--- src/sbcl_pkg.sv ---
// Shared types and constants for the STX/ETX command link.
// Used by every module of the block; no dependencies of its own.
package sbcl_pkg;

  // Sizing
  localparam int FRAME_BYTES_DEFAULT = 1024;
  localparam int MAX_RESULTS         = 5;
  localparam int QUEUE_DEPTH         = 4;
  localparam logic [31:0] TIMEOUT_RESET = 32'd5000;

  // Input item kinds
  localparam logic [1:0] KIND_HOST = 2'd0;
  localparam logic [1:0] KIND_LINE = 2'd1;
  localparam logic [1:0] KIND_TICK = 2'd2;

  // Result kinds
  localparam logic [1:0] RES_TX     = 2'd0;
  localparam logic [1:0] RES_RX     = 2'd1;
  localparam logic [1:0] RES_STATUS = 2'd2;

  // Completion status codes
  localparam logic [3:0] ST_OK           = 4'd0;
  localparam logic [3:0] ST_SHORT        = 4'd1;
  localparam logic [3:0] ST_ACK_TIMEOUT  = 4'd2;
  localparam logic [3:0] ST_NAK          = 4'd3;
  localparam logic [3:0] ST_BAD_ACK      = 4'd4;
  localparam logic [3:0] ST_HEAD_TIMEOUT = 4'd5;
  localparam logic [3:0] ST_BAD_HEADER   = 4'd6;
  localparam logic [3:0] ST_DATA_TIMEOUT = 4'd7;
  localparam logic [3:0] ST_TOO_LONG     = 4'd8;

  // Line control bytes
  localparam logic [7:0] BYTE_STX = 8'hF2;
  localparam logic [7:0] BYTE_ETX = 8'h03;
  localparam logic [7:0] BYTE_ACK = 8'h06;
  localparam logic [7:0] BYTE_NAK = 8'h15;

  typedef enum logic [2:0] {
    PH_IDLE,
    PH_SEND,
    PH_ACK,
    PH_HEAD,
    PH_DATA
  } phase_t;

  typedef struct packed {
    logic [1:0] kind;
    logic [7:0] data_byte;
    logic [7:0] device_address;
    logic [9:0] tx_length;
  } in_t;

  typedef struct packed {
    logic [1:0] result_kind;
    logic [7:0] out_byte;
    logic [3:0] status;
    logic [9:0] reply_length;
    logic       last;
  } out_t;

  // All results caused by one input item, oldest in slot 0
  typedef struct packed {
    logic [2:0]                   count;
    out_t [MAX_RESULTS-1:0]       slot;
  } desc_t;

endpackage

--- src/sbcl_front.sv ---
// Front part of the command link: accepts items, runs the protocol state
// and emits one descriptor of up to five results per item. Uses sbcl_pkg.
module sbcl_front #(
  parameter int FRAME_BYTES = sbcl_pkg::FRAME_BYTES_DEFAULT
) (
  input  logic           clk,
  input  logic           rst,
  input  logic           accept,
  input  sbcl_pkg::in_t  item,
  input  logic           cfg_we,
  input  logic [31:0]    cfg_data,
  output logic           desc_valid,
  output sbcl_pkg::desc_t desc
);
  import sbcl_pkg::*;

  localparam int CNT_W = $clog2(FRAME_BYTES);
  localparam logic [31:0] LEN_LIMIT = 32'(FRAME_BYTES - 6);

  phase_t            phase, phase_next;
  logic [CNT_W-1:0]  remaining, remaining_next;
  logic [7:0]        check, check_next;
  logic [15:0]       reply_len, reply_len_next;
  logic [1:0]        header_index, header_index_next;
  logic [31:0]       wait_count, wait_count_next;
  logic [31:0]       timeout_ticks;

  desc_t             d;
  logic [CNT_W-1:0]  rem_dec;
  logic [15:0]       rlen_full;
  logic [31:0]       wait_inc;
  logic [9:0]        rlen_report;
  logic [3:0]        tick_status;
  logic [7:0]        hdr_check;

  function automatic out_t tx_res(input logic [7:0] b);
    out_t r;
    r = '0;
    r.result_kind = RES_TX;
    r.out_byte    = b;
    return r;
  endfunction

  function automatic out_t rx_res(input logic [7:0] b);
    out_t r;
    r = '0;
    r.result_kind = RES_RX;
    r.out_byte    = b;
    return r;
  endfunction

  function automatic out_t st_res(input logic [3:0] st, input logic [9:0] rlen);
    out_t r;
    r = '0;
    r.result_kind  = RES_STATUS;
    r.status       = st;
    r.reply_length = rlen;
    return r;
  endfunction

  // Shared arithmetic
  assign rem_dec     = (remaining != '0) ? remaining - CNT_W'(1) : remaining;
  assign rlen_full   = {reply_len[15:8], item.data_byte};
  assign wait_inc    = wait_count + 32'd1;
  assign rlen_report = (reply_len > 16'd2) ? reply_len[9:0] : 10'd0;
  assign hdr_check   = BYTE_STX ^ item.device_address ^ {6'b0, item.tx_length[9:8]}
                       ^ item.tx_length[7:0] ^ item.data_byte;

  always_comb begin
    case (phase)
      PH_ACK:  tick_status = ST_ACK_TIMEOUT;
      PH_HEAD: tick_status = ST_HEAD_TIMEOUT;
      default: tick_status = ST_DATA_TIMEOUT;
    endcase
  end

  // Advance the protocol by one item and collect its results
  always_comb begin
    phase_next        = phase;
    remaining_next    = remaining;
    check_next        = check;
    reply_len_next    = reply_len;
    header_index_next = header_index;
    wait_count_next   = wait_count;
    d                 = '0;
    if (accept) begin
      case (item.kind)
        KIND_HOST: begin
          if (phase == PH_IDLE) begin
            if (item.tx_length < 10'd2) begin
              d.slot[0] = st_res(ST_SHORT, 10'd0);
              d.count   = 3'd1;
              wait_count_next = '0;
            end else if ({22'b0, item.tx_length} > LEN_LIMIT) begin
              d.slot[0] = st_res(ST_TOO_LONG, 10'd0);
              d.count   = 3'd1;
              wait_count_next = '0;
            end else begin
              d.slot[0] = tx_res(BYTE_STX);
              d.slot[1] = tx_res(item.device_address);
              d.slot[2] = tx_res({6'b0, item.tx_length[9:8]});
              d.slot[3] = tx_res(item.tx_length[7:0]);
              d.slot[4] = tx_res(item.data_byte);
              d.count   = 3'd5;
              check_next     = hdr_check;
              remaining_next = CNT_W'(item.tx_length - 10'd1);
              phase_next     = PH_SEND;
            end
          end else if (phase == PH_SEND) begin
            d.slot[0]      = tx_res(item.data_byte);
            d.count        = 3'd1;
            check_next     = check ^ item.data_byte;
            remaining_next = rem_dec;
            if (rem_dec == '0) begin
              // Close the frame: ETX and the block check
              check_next = check ^ item.data_byte ^ BYTE_ETX;
              d.slot[1]  = tx_res(BYTE_ETX);
              d.slot[2]  = tx_res(check ^ item.data_byte ^ BYTE_ETX);
              d.count    = 3'd3;
              phase_next = PH_ACK;
              wait_count_next = '0;
            end
          end
        end
        KIND_LINE: begin
          case (phase)
            PH_ACK: begin
              if (item.data_byte == BYTE_ACK) begin
                phase_next        = PH_HEAD;
                header_index_next = 2'd0;
                reply_len_next    = '0;
                wait_count_next   = '0;
              end else begin
                d.slot[0] = st_res((item.data_byte == BYTE_NAK) ? ST_NAK : ST_BAD_ACK,
                                   10'd0);
                d.count   = 3'd1;
                phase_next      = PH_IDLE;
                wait_count_next = '0;
              end
            end
            PH_HEAD: begin
              wait_count_next = '0;
              case (header_index)
                2'd0: begin
                  if (item.data_byte != BYTE_STX) begin
                    d.slot[0]  = st_res(ST_BAD_HEADER, 10'd0);
                    d.count    = 3'd1;
                    phase_next = PH_IDLE;
                  end else begin
                    header_index_next = 2'd1;
                  end
                end
                2'd1: header_index_next = 2'd2;
                2'd2: begin
                  reply_len_next    = {item.data_byte, 8'h00};
                  header_index_next = 2'd3;
                end
                default: begin
                  reply_len_next    = rlen_full;
                  header_index_next = 2'd0;
                  if ({16'b0, rlen_full} > LEN_LIMIT) begin
                    d.slot[0]  = st_res(ST_TOO_LONG, 10'd0);
                    d.count    = 3'd1;
                    phase_next = PH_IDLE;
                  end else begin
                    remaining_next = CNT_W'({1'b0, rlen_full} + 17'd2);
                    phase_next     = PH_DATA;
                  end
                end
              endcase
            end
            PH_DATA: begin
              wait_count_next = '0;
              remaining_next  = rem_dec;
              // Pass payload of replies over two bytes; trailer and check are dropped
              if (reply_len > 16'd2 && remaining > CNT_W'(2)) begin
                d.slot[0] = rx_res(item.data_byte);
                d.count   = 3'd1;
              end
              if (rem_dec == '0) begin
                if (d.count == 3'd1) begin
                  d.slot[1] = tx_res(BYTE_ACK);
                  d.slot[2] = st_res(ST_OK, rlen_report);
                  d.count   = 3'd3;
                end else begin
                  d.slot[0] = tx_res(BYTE_ACK);
                  d.slot[1] = st_res(ST_OK, rlen_report);
                  d.count   = 3'd2;
                end
                phase_next = PH_IDLE;
              end
            end
            default: ;
          endcase
        end
        KIND_TICK: begin
          if (phase == PH_ACK || phase == PH_HEAD || phase == PH_DATA) begin
            wait_count_next = wait_inc;
            if (wait_inc >= timeout_ticks) begin
              d.slot[0]       = st_res(tick_status, 10'd0);
              d.count         = 3'd1;
              phase_next      = PH_IDLE;
              wait_count_next = '0;
            end
          end
        end
        default: ;
      endcase
    end
    // Mark the final result of the item
    for (int i = 0; i < MAX_RESULTS; i++) begin
      d.slot[i].last = (3'(i + 1) == d.count);
    end
  end

  assign desc_valid = accept && (d.count != 3'd0);
  assign desc       = d;

  // Protocol state
  always_ff @(posedge clk) begin
    if (rst) begin
      phase        <= PH_IDLE;
      remaining    <= '0;
      check        <= '0;
      reply_len    <= '0;
      header_index <= '0;
      wait_count   <= '0;
    end else begin
      phase        <= phase_next;
      remaining    <= remaining_next;
      check        <= check_next;
      reply_len    <= reply_len_next;
      header_index <= header_index_next;
      wait_count   <= wait_count_next;
    end
  end

  // Timeout register
  always_ff @(posedge clk) begin
    if (rst) begin
      timeout_ticks <= TIMEOUT_RESET;
    end else if (cfg_we) begin
      timeout_ticks <= cfg_data;
    end
  end

  a_desc_count: assert property (@(posedge clk) disable iff (rst)
    desc_valid |-> (desc.count >= 3'd1 && desc.count <= 3'(MAX_RESULTS)))
    else $error("descriptor result count out of range");

  a_leave_idle: assert property (@(posedge clk) disable iff (rst)
    (phase == PH_IDLE && phase_next != PH_IDLE) |-> (accept && item.kind == KIND_HOST))
    else $error("command started without a host byte");

endmodule

--- src/sbcl_fifo.sv ---
// Short descriptor queue between the front and back parts.
// Uses sbcl_pkg for the descriptor type and depth.
module sbcl_fifo (
  input  logic            clk,
  input  logic            rst,
  input  logic            wr_en,
  input  sbcl_pkg::desc_t wr_data,
  input  logic            rd_en,
  output sbcl_pkg::desc_t rd_data,
  output logic            full,
  output logic            empty
);
  import sbcl_pkg::*;

  localparam int PTR_W = $clog2(QUEUE_DEPTH);
  localparam int CNT_W = $clog2(QUEUE_DEPTH + 1);

  desc_t             entries [QUEUE_DEPTH];
  logic [PTR_W-1:0]  wr_ptr, rd_ptr;
  logic [CNT_W-1:0]  count;
  logic              do_wr, do_rd;

  assign full    = (count == CNT_W'(QUEUE_DEPTH));
  assign empty   = (count == '0);
  assign do_wr   = wr_en && !full;
  assign do_rd   = rd_en && !empty;
  assign rd_data = entries[rd_ptr];

  // Store descriptors
  always_ff @(posedge clk) begin
    if (do_wr) begin
      entries[wr_ptr] <= wr_data;
    end
  end

  // Advance pointers and occupancy
  always_ff @(posedge clk) begin
    if (rst) begin
      wr_ptr <= '0;
      rd_ptr <= '0;
      count  <= '0;
    end else begin
      if (do_wr) wr_ptr <= wr_ptr + PTR_W'(1);
      if (do_rd) rd_ptr <= rd_ptr + PTR_W'(1);
      count <= count + CNT_W'(do_wr) - CNT_W'(do_rd);
    end
  end

  a_count_bound: assert property (@(posedge clk) disable iff (rst)
    count <= CNT_W'(QUEUE_DEPTH))
    else $error("queue occupancy above depth");

  a_no_drop: assert property (@(posedge clk) disable iff (rst)
    wr_en |-> !full)
    else $error("descriptor written into a full queue");

endmodule

--- src/sbcl_back.sv ---
// Back part of the command link: unloads the head descriptor one result
// per pop. Uses sbcl_pkg for the descriptor and result types.
module sbcl_back (
  input  logic            clk,
  input  logic            rst,
  input  sbcl_pkg::desc_t head,
  input  logic            head_empty,
  output logic            head_pop,
  input  logic            pop,
  output logic            empty,
  output sbcl_pkg::out_t  result
);
  import sbcl_pkg::*;

  localparam int IDX_W = $clog2(MAX_RESULTS);

  logic [IDX_W-1:0] idx, idx_next;
  logic             take;
  logic             at_end;

  assign empty    = head_empty;
  assign result   = head.slot[idx];
  assign take     = pop && !head_empty;
  assign at_end   = (idx == IDX_W'(head.count - 3'd1));
  assign head_pop = take && at_end;

  // Step through the slots of the head descriptor
  always_comb begin
    idx_next = idx;
    if (take) begin
      idx_next = at_end ? '0 : idx + IDX_W'(1);
    end
  end

  always_ff @(posedge clk) begin
    if (rst) begin
      idx <= '0;
    end else begin
      idx <= idx_next;
    end
  end

  a_idx_in_desc: assert property (@(posedge clk) disable iff (rst)
    !head_empty |-> (IDX_W'(idx) < IDX_W'(head.count)))
    else $error("slot index beyond descriptor count");

  a_last_at_end: assert property (@(posedge clk) disable iff (rst)
    !head_empty |-> (result.last == at_end))
    else $error("last flag does not match final slot");

endmodule

--- src/stx_etx_bcc_command_link.sv ---
// Top level of the STX/ETX command link with XOR block check.
// Instantiates sbcl_front, sbcl_fifo and sbcl_back; uses sbcl_pkg.
//
// Usage:
//   Input channel: drive item and raise push; the item is taken at a clock
//   edge where push is high and full is low. Items are host payload bytes,
//   bytes received from the line, or time ticks.
//   Result channel: while empty is low, result holds the oldest result
//   (byte to transmit, reply byte for the host, or completion status); it
//   is taken at an edge where pop is high. last marks an item's final one.
//   Configuration: cfg_we with cfg_data writes the timeout in ticks.
// Timing:
//   An item is processed in the cycle it is taken; its descriptor is queued
//   and its first result reaches the result port once older results have
//   left. Results leave one per cycle while pop is high, up to five per
//   item. Items are taken every cycle while the four-entry descriptor queue
//   has room; an item that yields no result takes no queue entry.
// Reset: rst clears the protocol state to idle, empties the queue and sets
//   the timeout to 5000 ticks.
// Stall: when pop stays low, results wait in the queue and full rises
//   once four descriptors are held.
module stx_etx_bcc_command_link #(
  parameter int FRAME_BYTES = sbcl_pkg::FRAME_BYTES_DEFAULT
) (
  input  logic           clk,
  input  logic           rst,
  input  logic           push,
  output logic           full,
  input  sbcl_pkg::in_t  item,
  output logic           empty,
  input  logic           pop,
  output sbcl_pkg::out_t result,
  input  logic           cfg_we,
  input  logic [31:0]    cfg_data
);
  import sbcl_pkg::*;

  logic  accept;
  logic  desc_valid;
  desc_t desc;
  desc_t head;
  logic  head_empty;
  logic  head_pop;

  assign accept = push && !full;

  sbcl_front #(
    .FRAME_BYTES (FRAME_BYTES)
  ) u_front (
    .clk        (clk),
    .rst        (rst),
    .accept     (accept),
    .item       (item),
    .cfg_we     (cfg_we),
    .cfg_data   (cfg_data),
    .desc_valid (desc_valid),
    .desc       (desc)
  );

  sbcl_fifo u_fifo (
    .clk     (clk),
    .rst     (rst),
    .wr_en   (desc_valid),
    .wr_data (desc),
    .rd_en   (head_pop),
    .rd_data (head),
    .full    (full),
    .empty   (head_empty)
  );

  sbcl_back u_back (
    .clk        (clk),
    .rst        (rst),
    .head       (head),
    .head_empty (head_empty),
    .head_pop   (head_pop),
    .pop        (pop),
    .empty      (empty),
    .result     (result)
  );

endmodule

--- config.mk ---
export PLATFORM = sky130hd
export DESIGN_NAME = stx_etx_bcc_command_link
export DESIGN_NICKNAME = d
export VERILOG_FILES = /design/src/sbcl_pkg.sv /design/src/sbcl_front.sv /design/src/sbcl_fifo.sv /design/src/sbcl_back.sv /design/src/stx_etx_bcc_command_link.sv
export SDC_FILE = /design/constraint.sdc
export NUM_CORES = 1
export LEC_CHECK = 0
export BUFFER_PORTS_ARGS = -buffer_cell sky130_fd_sc_hd__buf_2
export CORE_UTILIZATION = 64
export CTS_CLUSTER_DIAMETER = 200
export DETAILED_ROUTE_END_ITERATION = 7
export PLACE_DENSITY = 0.82
export SYNTH_ARGS = -nofsm -noshare
export SYNTH_HDL_FRONTEND = slang
export SYNTH_SLANG_ARGS = --single-unit
--- constraint.sdc ---
create_clock -name clk -period 13.3 [get_ports clk]
set_input_delay 0.665 -clock clk [delete_from_list [all_inputs] [get_ports clk]]
set_output_delay 0.665 -clock clk [all_outputs]
set_load 0.005 [all_outputs]
; ---- Yosys cells after proc, flatten, opt, wreduce, memory -nomap -nowiden
; Memories as Yosys holds them, arrays and structs flattened. A register that Yosys moved wholly into a read port is not among the register bits.
; Cells that the tools add are included.
[totals]
ff_bits = 113
ramBits = 512
n_memories = 1
[mem_list]
columns = memory, depth, word_bits, read_ports, rd_ports_with_merged_regs, wr, line_no
row1 = u_fifo.entries, 4, 128, 1, 1, 1, sbcl_fifo.sv:18  ; desc_t entries [QUEUE_DEPTH];
[op_classes]
add_sub_neg = 10
order_cmp = 7
n_eq_ne = 40
muxes = 98
n_bitwise = 6
reduce_logical = 33
[op_table]
columns = operator, count
row1 = two-way mux 32 bit, 8
row2 = two-way mux 25 bit, 10
row3 = two-way mux 75 bit, 3
row4 = two-way mux 50 bit, 3
row5 = case mux 25 bit (3 select lines), 2
row6 = two-way mux 128 bit, 1
row7 = two-way mux 100 bit, 1
row8 = case mux 50 bit (2 select lines), 1
row9 = two-way mux 98 bit, 1
row10 = case mux 32 bit (3 select lines), 1
row11 = two-way mux 10 bit, 8
row12 = binary-select mux 25 bit (select 3 bit), 1
row13 = case mux 16 bit (2 select lines), 2
row14 = two-way mux 3 bit, 20
row15 = case mux 25 bit (2 select lines), 1
row16 = two-way mux 24 bit, 2
row17 = two-way mux 48 bit, 1
row18 = case mux 10 bit (2 select lines), 2
row19 = case mux 3 bit (3 select lines), 4
row20 = adder 32 x 1 -> 32 bit (second input constant), 1
row21 = greater-or-equal comparator 32 bit, 1
row22 = two-way mux 8 bit, 4
row23 = XOR 8 bit, 3
row24 = subtractor 10 x 1 -> 10 bit (second input constant), 2
row25 = other kinds (57), 111

; ---- Longest topological paths before layout
; Gate-level depths: netlist (run 1).
[depth]
depth_word = 17
mapped_depth = 18
depth_no_buf = 18

; ---- By module
; From an unflattened synthesis (run 1), not the netlist that was laid out.
[unflattened]
cells_unflattened = 1965
hier_area_um2 = 28553.6
[modules_own_cells]
columns = mod, n_inst, cells_each, area_each_um2
row1 = sbcl_fifo, 1, 719, 19038.3
row2 = sbcl_front, 1, 1109, 8215.4
row3 = sbcl_back, 1, 136, 1286.2
row4 = stx_etx_bcc_command_link, 1, 1, 13.8

; ---- Worst setup path after synthesis (run 1)
; Ideal clock, no wire load.
[synth_timing]
kind = register to register
startpoint = register u_front.wait_count[7]
endpoint = memory u_fifo.entries[0][0] in the netlist's numbering (enable)
t_arrival_ns = 4.973
required_ns = 12.857
path_slack_ns = 7.884
stages_incl_launch_ff = 16
n_path_buf = 1
period_less_slack_ns = 5.416
path_cell_list = dfxtp_1 -> and4_1 -> and4_1 -> clkbuf_1 -> nand4_1 -> nor2_1 -> nand4_1 -> xnor2_1 -> ha_1 -> nand4_1 -> nor4_1 -> nand2_1 -> a21oi_1 -> o211ai_1 -> a31oi_4 -> and2_1
[synth_via]
elab_chain_len = 11
[synth_lines]
columns = element, line_no
row1 = start: declaration, sbcl_front.sv:25  ; logic [31:0] wait_count, wait_count_next;
row2 = start signal: assignment, sbcl_front.sv:234  ; wait_count <= wait_count_next;
row3 = adder 32 x 1 -> 32 bit, sbcl_front.sv:64  ; assign wait_inc = wait_count + 32'd1;
row4 = greater-or-equal comparator 32 bit, sbcl_front.sv:199  ; if (wait_inc >= timeout_ticks) begin
row5 = two-way mux 1 bit, sbcl_front.sv:199
row6 = two-way mux 1 bit, sbcl_front.sv:197  ; if (phase == PH_ACK || phase == PH_HEAD || phase == PH_DATA) begin
row7 = case mux 3 bit (3 select lines), sbcl_front.sv:87  ; case (item.kind)
row8 = two-way mux 128 bit, sbcl_front.sv:86  ; if (accept) begin
row9 = nonzero test 3 bit, sbcl_front.sv:216  ; assign desc_valid = accept && (d.count != 3'd0);
row10 = logical AND 1 bit, sbcl_front.sv:216
row11 = logical AND 1 bit, sbcl_fifo.sv:25  ; assign do_wr = wr_en && !full;
row12 = named net u_fifo.do_wr, sbcl_fifo.sv:21  ; logic do_wr, do_rd;
row13 = two-way mux 1 bit, sbcl_fifo.sv:31  ; if (do_wr) begin
row14 = two-way mux 1 bit (implied by the code), sbcl_fifo.sv:32  ; entries[wr_ptr] <= wr_data;
row15 = end: declaration, sbcl_fifo.sv:18
; The timed path passes the listed nets, and every way through them passes these cells.

; ---- Worst setup path in the final report (run 1)
[layout_timing]
startpoint = register u_front.wait_count[2]
endpoint = memory u_fifo.entries[3][120] in the netlist's numbering (enable)
; The elaborated chain is that of the path after synthesis.

==> results of run 1 <==
cells in the final DEF (no fill, tap or decap), types with 8 or more instances in the layout:
master / instances
edfxtp_1: 304
nor2_1: 119
nand2_1: 118
dfxtp_1: 113
buf_2: 90
mux4_2: 85
a21oi_1: 80
nand3_1: 71
inv_1: 64
ha_1: 58
xnor2_1: 55
and2_1: 47
mux2i_1: 47
clkbuf_16: 42
o21ai_0: 39
nor2b_1: 23
buf_4: 17
nor3_1: 16
o211ai_1: 15
nand4_1: 14
xor2_1: 14
a31oi_1: 13
or2_2: 12
a21o_1: 12
and3_1: 12
a211oi_1: 12
nand3b_1: 11
and4_1: 10
nor4_1: 9
a222oi_1: 9
clkbuf_1: 9
or3_1: 8
routing by layer:
layer  up-vias  GRT usage  routed length, microns
met5         -          0                       0
met3       128     0.0435                    3670
met2       664      0.507                   23100
met1      6549      0.393                   18600
met4         0      0.105                    1470
li1       6066          -                       -
metrics by stage:
| stage | instance area (sq um) | worst slack [ps] |
|---|---|---|
| after floorplan | 20100 | 7880 |
| after global placement | 20800 | 7970 |
| after detailed placement | 20800 | 7740 |
| after CTS | 22100 | 7700 |
| after global routing | 22100 | 7190 |
| final | 22100 | 7600 |
synthesized netlist by cell type (all sizes together) (7+ instances only):
master,number
a211oi,12
a21o,12
a21oi,82
a222oi,9
a31oi,14
and2,51
and3,12
and4,10
buf,25
clkbuf,67
dfxtp,115
edfxtp,304
ha,58
inv,64
mux2i,47
mux4,85
nand2,119
nand2b,7
nand3,72
nand3b,11
nand4,15
nor2,122
nor2b,23
nor3,17
nor3b,7
nor4,13
o2111ai,7
o211ai,16
o21ai,39
or2,12
or3,8
xnor2,55
xor2,14
area by class of cell:
| class | count | area share |
|---|---|---|
| repair buffers | 107 | 0.0262 |
| flip-flops and latches | 419 | 0.518 |
| multi-input cells | 1019 | 0.364 |
| clock inverters | 17 | 0.00539 |
| well taps | 396 | 0.0225 |
| clock buffers | 56 | 0.0523 |
| inverters | 64 | 0.0109 |
power groups by stage:
stage | clock [uW] | combinational, uW | sequential [uW]
floorplan | 0 | 178 | 1450
global placement | 0 | 241 | 1460
detailed placement | 0 | 247 | 1460
CTS | 1120 | 251 | 1430
global route | 1170 | 275 | 1430
finish | 1110 | 253 | 1430
worst max-delay path, delay by kind of cell (launching register included):
kind,cells,cell delay [ps]
compound gates,3,990
fa+ha+maj,1,290
simple gates,9,2560
buf+inv,1,830
flops,1,400
xor+xnor,1,170
cells by family after synthesis:
logic type | Yosys count | synth area share
compound gates | 236 | 0.0790
mux | 134 | 0.120
fa+ha+maj | 59 | 0.0372
flops | 419 | 0.570
buf+inv | 156 | 0.0312
other cells | 1 | 0.000187
simple gates | 517 | 0.132
xor+xnor | 69 | 0.0301
sequential cells by signal, indices dropped and copies added, names as in the netlist, named ones only:
| name | count |
|---|---|
| u_front.remaining | 10 |
| u_fifo.count | 3 |
| u_front.check | 8 |
| u_back.idx | 3 |
| u_front.timeout_ticks | 32 |
| u_fifo.wr_ptr | 2 |
| u_front.wait_count | 32 |
| u_front.reply_len | 16 |
| u_front.phase | 3 |
| u_front.header_index | 2 |
| u_fifo.rd_ptr | 2 |
| u_fifo.entries | 304 |
worst min-delay path by stage:
stage | cells past startpoint | from | endpoint
5_1_grt | 3 | cfg_data[7] | u_front.timeout_ticks[7]$_SDFFE_PP1P_
3_5_place_dp | 2 | u_front.reply_len[10]$_SDFFE_PP0P_ | u_front.reply_len[10]$_SDFFE_PP0P_
4_1_cts | 3 | cfg_data[7] | u_front.timeout_ticks[7]$_SDFFE_PP1P_
3_3_place_gp | 2 | u_front.reply_len[13]$_SDFFE_PP0P_ | u_front.reply_len[13]$_SDFFE_PP0P_
6_report | 3 | cfg_data[7] | u_front.timeout_ticks[7]$_SDFFE_PP1P_
2_1_floorplan | 2 | u_front.reply_len[13]$_SDFFE_PP0P_ | u_front.reply_len[13]$_SDFFE_PP0P_
==> results.sh, run 1 <==
export IMPL_insertion_delay_ps=540
export IMPL_critical_path_class="reg2reg"
export IMPL_relSlewSlack=0.204
export IMPL_yosysSeqAreaShare=0.570
export IMPL_grt_max_degree=77
export IMPL_fin_cells=2078
export IMPL_synthCells=1591
export IMPL_nNetsFinal=1776
export IMPL_synth_flop_cell="edfxtp_1"
export IMPL_clock_skew_ps=21.7
export IMPL_final_util=0.718
export IMPL_cp_slowest_cell="buf_4"
export IMPL_synthDominantCellAreaShare=0.455
export IMPL_h_tree_depth=2
export IMPL_seq_power_share=0.513
export IMPL_routed_wl_mm=46.8
export IMPL_finalSetupViolCount=0
export IMPL_layout_drive_gt1_share=0.177
export IMPL_post_drt_wl_per_cell_microns=22.5
export IMPL_crit_top_cell="nand4_1"
export IMPL_switching_share=0.233
export IMPL_coreArea_sq_um=30700
export IMPL_period_share=0.429
export IMPL_finalSetupTns_ps=0
export IMPL_critPathLaunch="u_front.wait_count[2]$_SDFFE_PP0P_"
export IMPL_status="finished, violations left"
export IMPL_first_iter_violations=1235
export IMPL_yosysUniqueCellTypes=81
export IMPL_dp_cells=2005
export IMPL_vdd_ir_drop_max_mv=0.0900
export IMPL_nFillCells=2029
export IMPL_critPathMaxFanout=76
export IMPL_p_int_uw=2140
export IMPL_synth_area_sq_um=20100
export IMPL_crit_chain="nand3_1 > nor3_1 > nand4_1 > nor2_1 > nand4_1 > xnor2_1 > ha_1 > nand4_1 > nor4_1 > nand2_1 > a21oi_1 > o211ai_1 > a31oi_4 > and2_4 > buf_4"
export IMPL_root_buffer="clkbuf_16"
export IMPL_cts_resized=0
export IMPL_grt_pass1_vias=13300
export IMPL_timing_rr_end="u_fifo.entries[3][120]$_DFFE_PP_"
export IMPL_track_usage=0.299
export IMPL_dieArea_sq_um=32100
export IMPL_p_per_area_nw_per_um2=127
export IMPL_io_buffers=91
export IMPL_clkTransAtPathRegs_ps=60
export IMPL_antenna_cells=0
export IMPL_hold_viol_final=0
export IMPL_route_detailed_drc=14
export IMPL_gp_congestion=0.909
export IMPL_worst_pin_slew_ps=1190
export IMPL_die_w_microns=179
export IMPL_endpoint="u_fifo.entries[3][120]$_DFFE_PP_"
export IMPL_grt_antenna_before_repair=1
export IMPL_cp_slowest_stage_delay_ps=830
export IMPL_rows=64
export IMPL_cts_buffer_depth=3
export IMPL_clockPowerShare=0.396
export IMPL_leakage_uw=0.00753
export IMPL_multi_input_area_sq_um=8040
export IMPL_end_kind="register"
export IMPL_ys_ff_latch=419
export IMPL_worst_r2r_cell_count=15
export IMPL_period_minus_slack_ps=5700
export IMPL_hold_path_class="in2reg"
export IMPL_cts_buffers=41
export IMPL_hold_buffers=0
export IMPL_clock_sinks=419
export IMPL_drt_antenna_violating_nets=0
export IMPL_start_util=0.652
export IMPL_die_h_microns=179
export IMPL_dr_pass1_iters=8
export IMPL_hpwl_mm=29.2
export IMPL_async_flop_share=0
export IMPL_synth_warning_count=0
export IMPL_rrSetupSlack_ps=7600
export IMPL_comb_power_share=0.091
export IMPL_yosysTopAreaCell="edfxtp_1"
export IMPL_rsz0062_at_grt="false"
export IMPL_violations="design-rule violations"
export IMPL_power_switching_uw=651
export IMPL_r2r_start="u_front.wait_count[2]$_SDFFE_PP0P_"
export IMPL_post_cts_buffers=0
export IMPL_syn_avg_cell_area_sq_um=12.6
export IMPL_globalRouteOverflowTotal=0
export IMPL_arrival_ps=5850
export IMPL_ff_latch_area_sq_um=11400
export IMPL_grt_pass1_wl_mm=72.3
export IMPL_synth_top_cells_by_area="edfxtp_1, dfxtp_1, mux4_2"
export IMPL_viasPerCell=6.45
export IMPL_timing_hold_ws_ps=357
export IMPL_power_uw=2790
export IMPL_required_ps=13450
export IMPL_start_kind="register"
export IMPL_synth_edf_count=304
export IMPL_syn_to_final_growth_pct=10.0
export IMPL_drv_slew=0
export IMPL_max_cap_violations=0
export IMPL_vias=13400
export IMPL_cts_tree="built"
export IMPL_pin_count=92
export IMPL_fmax_ghz=0.175
Power figures use the tool's default switching activity.
==> inputs of run 2 (changes only) <==
--- a/config.mk
+++ b/config.mk
@@ -6,10 +6,10 @@
 export NUM_CORES = 1
 export LEC_CHECK = 0
 export BUFFER_PORTS_ARGS = -buffer_cell sky130_fd_sc_hd__buf_2
-export CORE_UTILIZATION = 64
+export CORE_UTILIZATION = 62
 export CTS_CLUSTER_DIAMETER = 200
 export DETAILED_ROUTE_END_ITERATION = 7
-export PLACE_DENSITY = 0.82
+export PLACE_DENSITY = 0.8
 export SYNTH_ARGS = -nofsm -noshare
 export SYNTH_HDL_FRONTEND = slang
 export SYNTH_SLANG_ARGS = --single-unit
==> constraint.sdc (replaced) <==
create_clock -name clk -period 5.9 [get_ports clk]
set_input_delay 0.295 -clock clk [delete_from_list [all_inputs] [get_ports clk]]
set_output_delay 0.295 -clock clk [all_outputs]
set_load 0.005 [all_outputs]
==> results.sh, run 2 (same netlist as run 1, synthesis figures left out) <==
export IMPL_fmax_ghz=0.198
export IMPL_routed_wl_mm=47.5
export IMPL_post_drt_wl_per_cell_microns=22.5
export IMPL_cp_slowest_stage_delay_ps=440
export IMPL_antenna_cells=0
export IMPL_io_buffers=91
export IMPL_globalRouteOverflowTotal=0
export IMPL_period_share=0.855
export IMPL_vias=13500
export IMPL_syn_to_final_growth_pct=12.1
export IMPL_coreArea_sq_um=31700
export IMPL_insertion_delay_ps=540
export IMPL_drv_slew=0
export IMPL_grt_pass1_wl_mm=74.3
export IMPL_critPathMaxFanout=21
export IMPL_track_usage=0.292
export IMPL_clock_sinks=419
export IMPL_root_buffer="clkbuf_16"
export IMPL_p_int_uw=5020
export IMPL_top_regs="u_fifo.entries (304), u_front.timeout_ticks (32), u_front.wait_count (32)"
export IMPL_p_per_area_nw_per_um2=289
export IMPL_crit_chain="ha_1 > nand3_1 > nor2_1 > nand4_1 > nor2_1 > nor2b_1 > or2_2 > ha_1 > nand4_1 > nor4_1 > nand2_1 > a21oi_1 > o211ai_1 > a31oi_4 > and2_4 > buf_4"
export IMPL_cts_tree="built"
export IMPL_die_w_microns=182
export IMPL_hpwl_mm=30.3
export IMPL_hold_viol_final=0
export IMPL_start_util=0.633
export IMPL_layout_commonest_cell="edfxtp_1"
export IMPL_route_detailed_drc=0
export IMPL_cp_slowest_cell="nor4_1"
export IMPL_die_h_microns=182
export IMPL_finalSetupTns_ps=0
export IMPL_gp_congestion=0.906
export IMPL_end_kind="register"
export IMPL_rows=65
export IMPL_final_cell_mix="edfxtp_1, nor2_1, nand2_1"
export IMPL_viasPerCell=6.39
export IMPL_largest_reg_flops=304
export IMPL_period_minus_slack_ps=5050
export IMPL_start_kind="register"
export IMPL_worst_pin_slew_ps=1190
export IMPL_status="finished, final reports clean"
export IMPL_max_cap_violations=0
export IMPL_pin_count=92
export IMPL_required_ps=6100
export IMPL_seq_power_share=0.497
export IMPL_cts_buffers=42
export IMPL_first_iter_violations=1464
export IMPL_power_switching_uw=1480
export IMPL_dr_pass1_iters=6
export IMPL_largest_register="u_fifo.entries"
export IMPL_dieArea_sq_um=33100
export IMPL_drt_antenna_violating_nets=0
export IMPL_comb_power_share=0.090
export IMPL_post_cts_buffers=0
export IMPL_vdd_ir_drop_max_mv=0.258
export IMPL_layout_drive_gt1_share=0.178
export IMPL_finalSetupViolCount=0
export IMPL_leakage_uw=0.00768
export IMPL_h_tree_depth=2
export IMPL_relSlewSlack=0.205
export IMPL_cts_buffer_depth=3
export IMPL_grt_max_degree=77
export IMPL_grt_antenna_before_repair=0
export IMPL_hold_path_class="in2reg"
export IMPL_nNetsFinal=1802
export IMPL_power_uw=6510
export IMPL_layout_setup_ws_ps=854
export IMPL_clkTransAtPathRegs_ps=60
export IMPL_arrival_ps=5250
export IMPL_clock_skew_ps=17.4
export IMPL_rsz0062_at_grt="false"
export IMPL_grt_pass1_vias=13300
export IMPL_switching_share=0.228
export IMPL_clockPowerShare=0.414
export IMPL_pre_cts_ws_ps=847
export IMPL_critical_path_class="reg2reg"
==> run 2: changes by cell type in the layout (fill, tap and decap cells not counted), moves of 2 or more <==
cell / change
bufinv_16: +5
dlygate4sd3_1: +16
clkinv_8: +2
clkbuf_8: -5
clkinv_2: -2
inv_6: -4
buf_4: +4
buf_12: +5
clkinv_1: +2
==> run 2: through the flow <==
step                      instances  hold slack [ps]  utilization  cell area, sq um
after global placement         2020              434        0.660             20900
after detailed placement       2020              442        0.660             20900
final                          2111             5.90        0.709             22500
after floorplan                1594              425            -             20100
after CTS                      2111             1.51        0.709             22500
after global routing           2111             10.3        0.709             22500
==> run 2: power groups by stage <==
stage / Combinational, uW / Sequential, uW / Clock [uW]
after floorplan: 400 / 3270 / 0
after global placement: 552 / 3290 / 0
after detailed placement: 566 / 3290 / 0
after CTS: 579 / 3230 / 2720
after global routing: 634 / 3240 / 2840
final: 583 / 3230 / 2690
==> run 2: path summary, 6_finish.rpt <==
path	to	slack (ps)	startpoint	cells after the start
worst min register to register	u_front.reply_len[15]$_SDFFE_PP0P_	450	u_front.reply_len[15]$_SDFFE_PP0P_	2
worst min-delay path	u_front.timeout_ticks[3]$_SDFFE_PP1P_	6	cfg_data[3]	3
worst max-delay path	u_fifo.entries[1][17]$_DFFE_PP_	850	u_front.wait_count[0]$_SDFFE_PP0P_	16
worst max register to register	u_fifo.entries[1][17]$_DFFE_PP_	850	u_front.wait_count[0]$_SDFFE_PP0P_	16
==> run 2: cell type report <==
type | instances | area (sq um)
clock inverters | 22 | 280
well taps | 402 | 503
repair buffers | 132 | 868
fillers | 2077 | 9230
multi-input cells | 1019 | 8040
flip-flops and latches | 419 | 11400
inverters | 64 | 240
clock buffers | 53 | 1110
==> run 2: per-layer routing <==
layer / up-vias / part of all wire / track usage
met5: - / 0 / 0
met4: 0 / 0.026 / 0.0824
met3: 97 / 0.070 / 0.0409
met2: 591 / 0.50 / 0.502
met1: 6672 / 0.40 / 0.389
li1: 6132 / - / -
==> run 2: worst max-delay path, delay by kind of cell, from the launching register on <==
family	cells	cell delay (ps)
DFF	1	420
and+or+nand+nor	10	2450
adders and majority gates	2	550
buffers and inverters	1	380
AOI/OAI and AO/OA	3	910
==> run 2: what timing repair did <==
action                                 4_1_cts  5_1_grt
setup endpoints to repair                    0        0
hold buffers                                16        0
resized for setup                            0        0
endpoints found under the hold margin       16        0
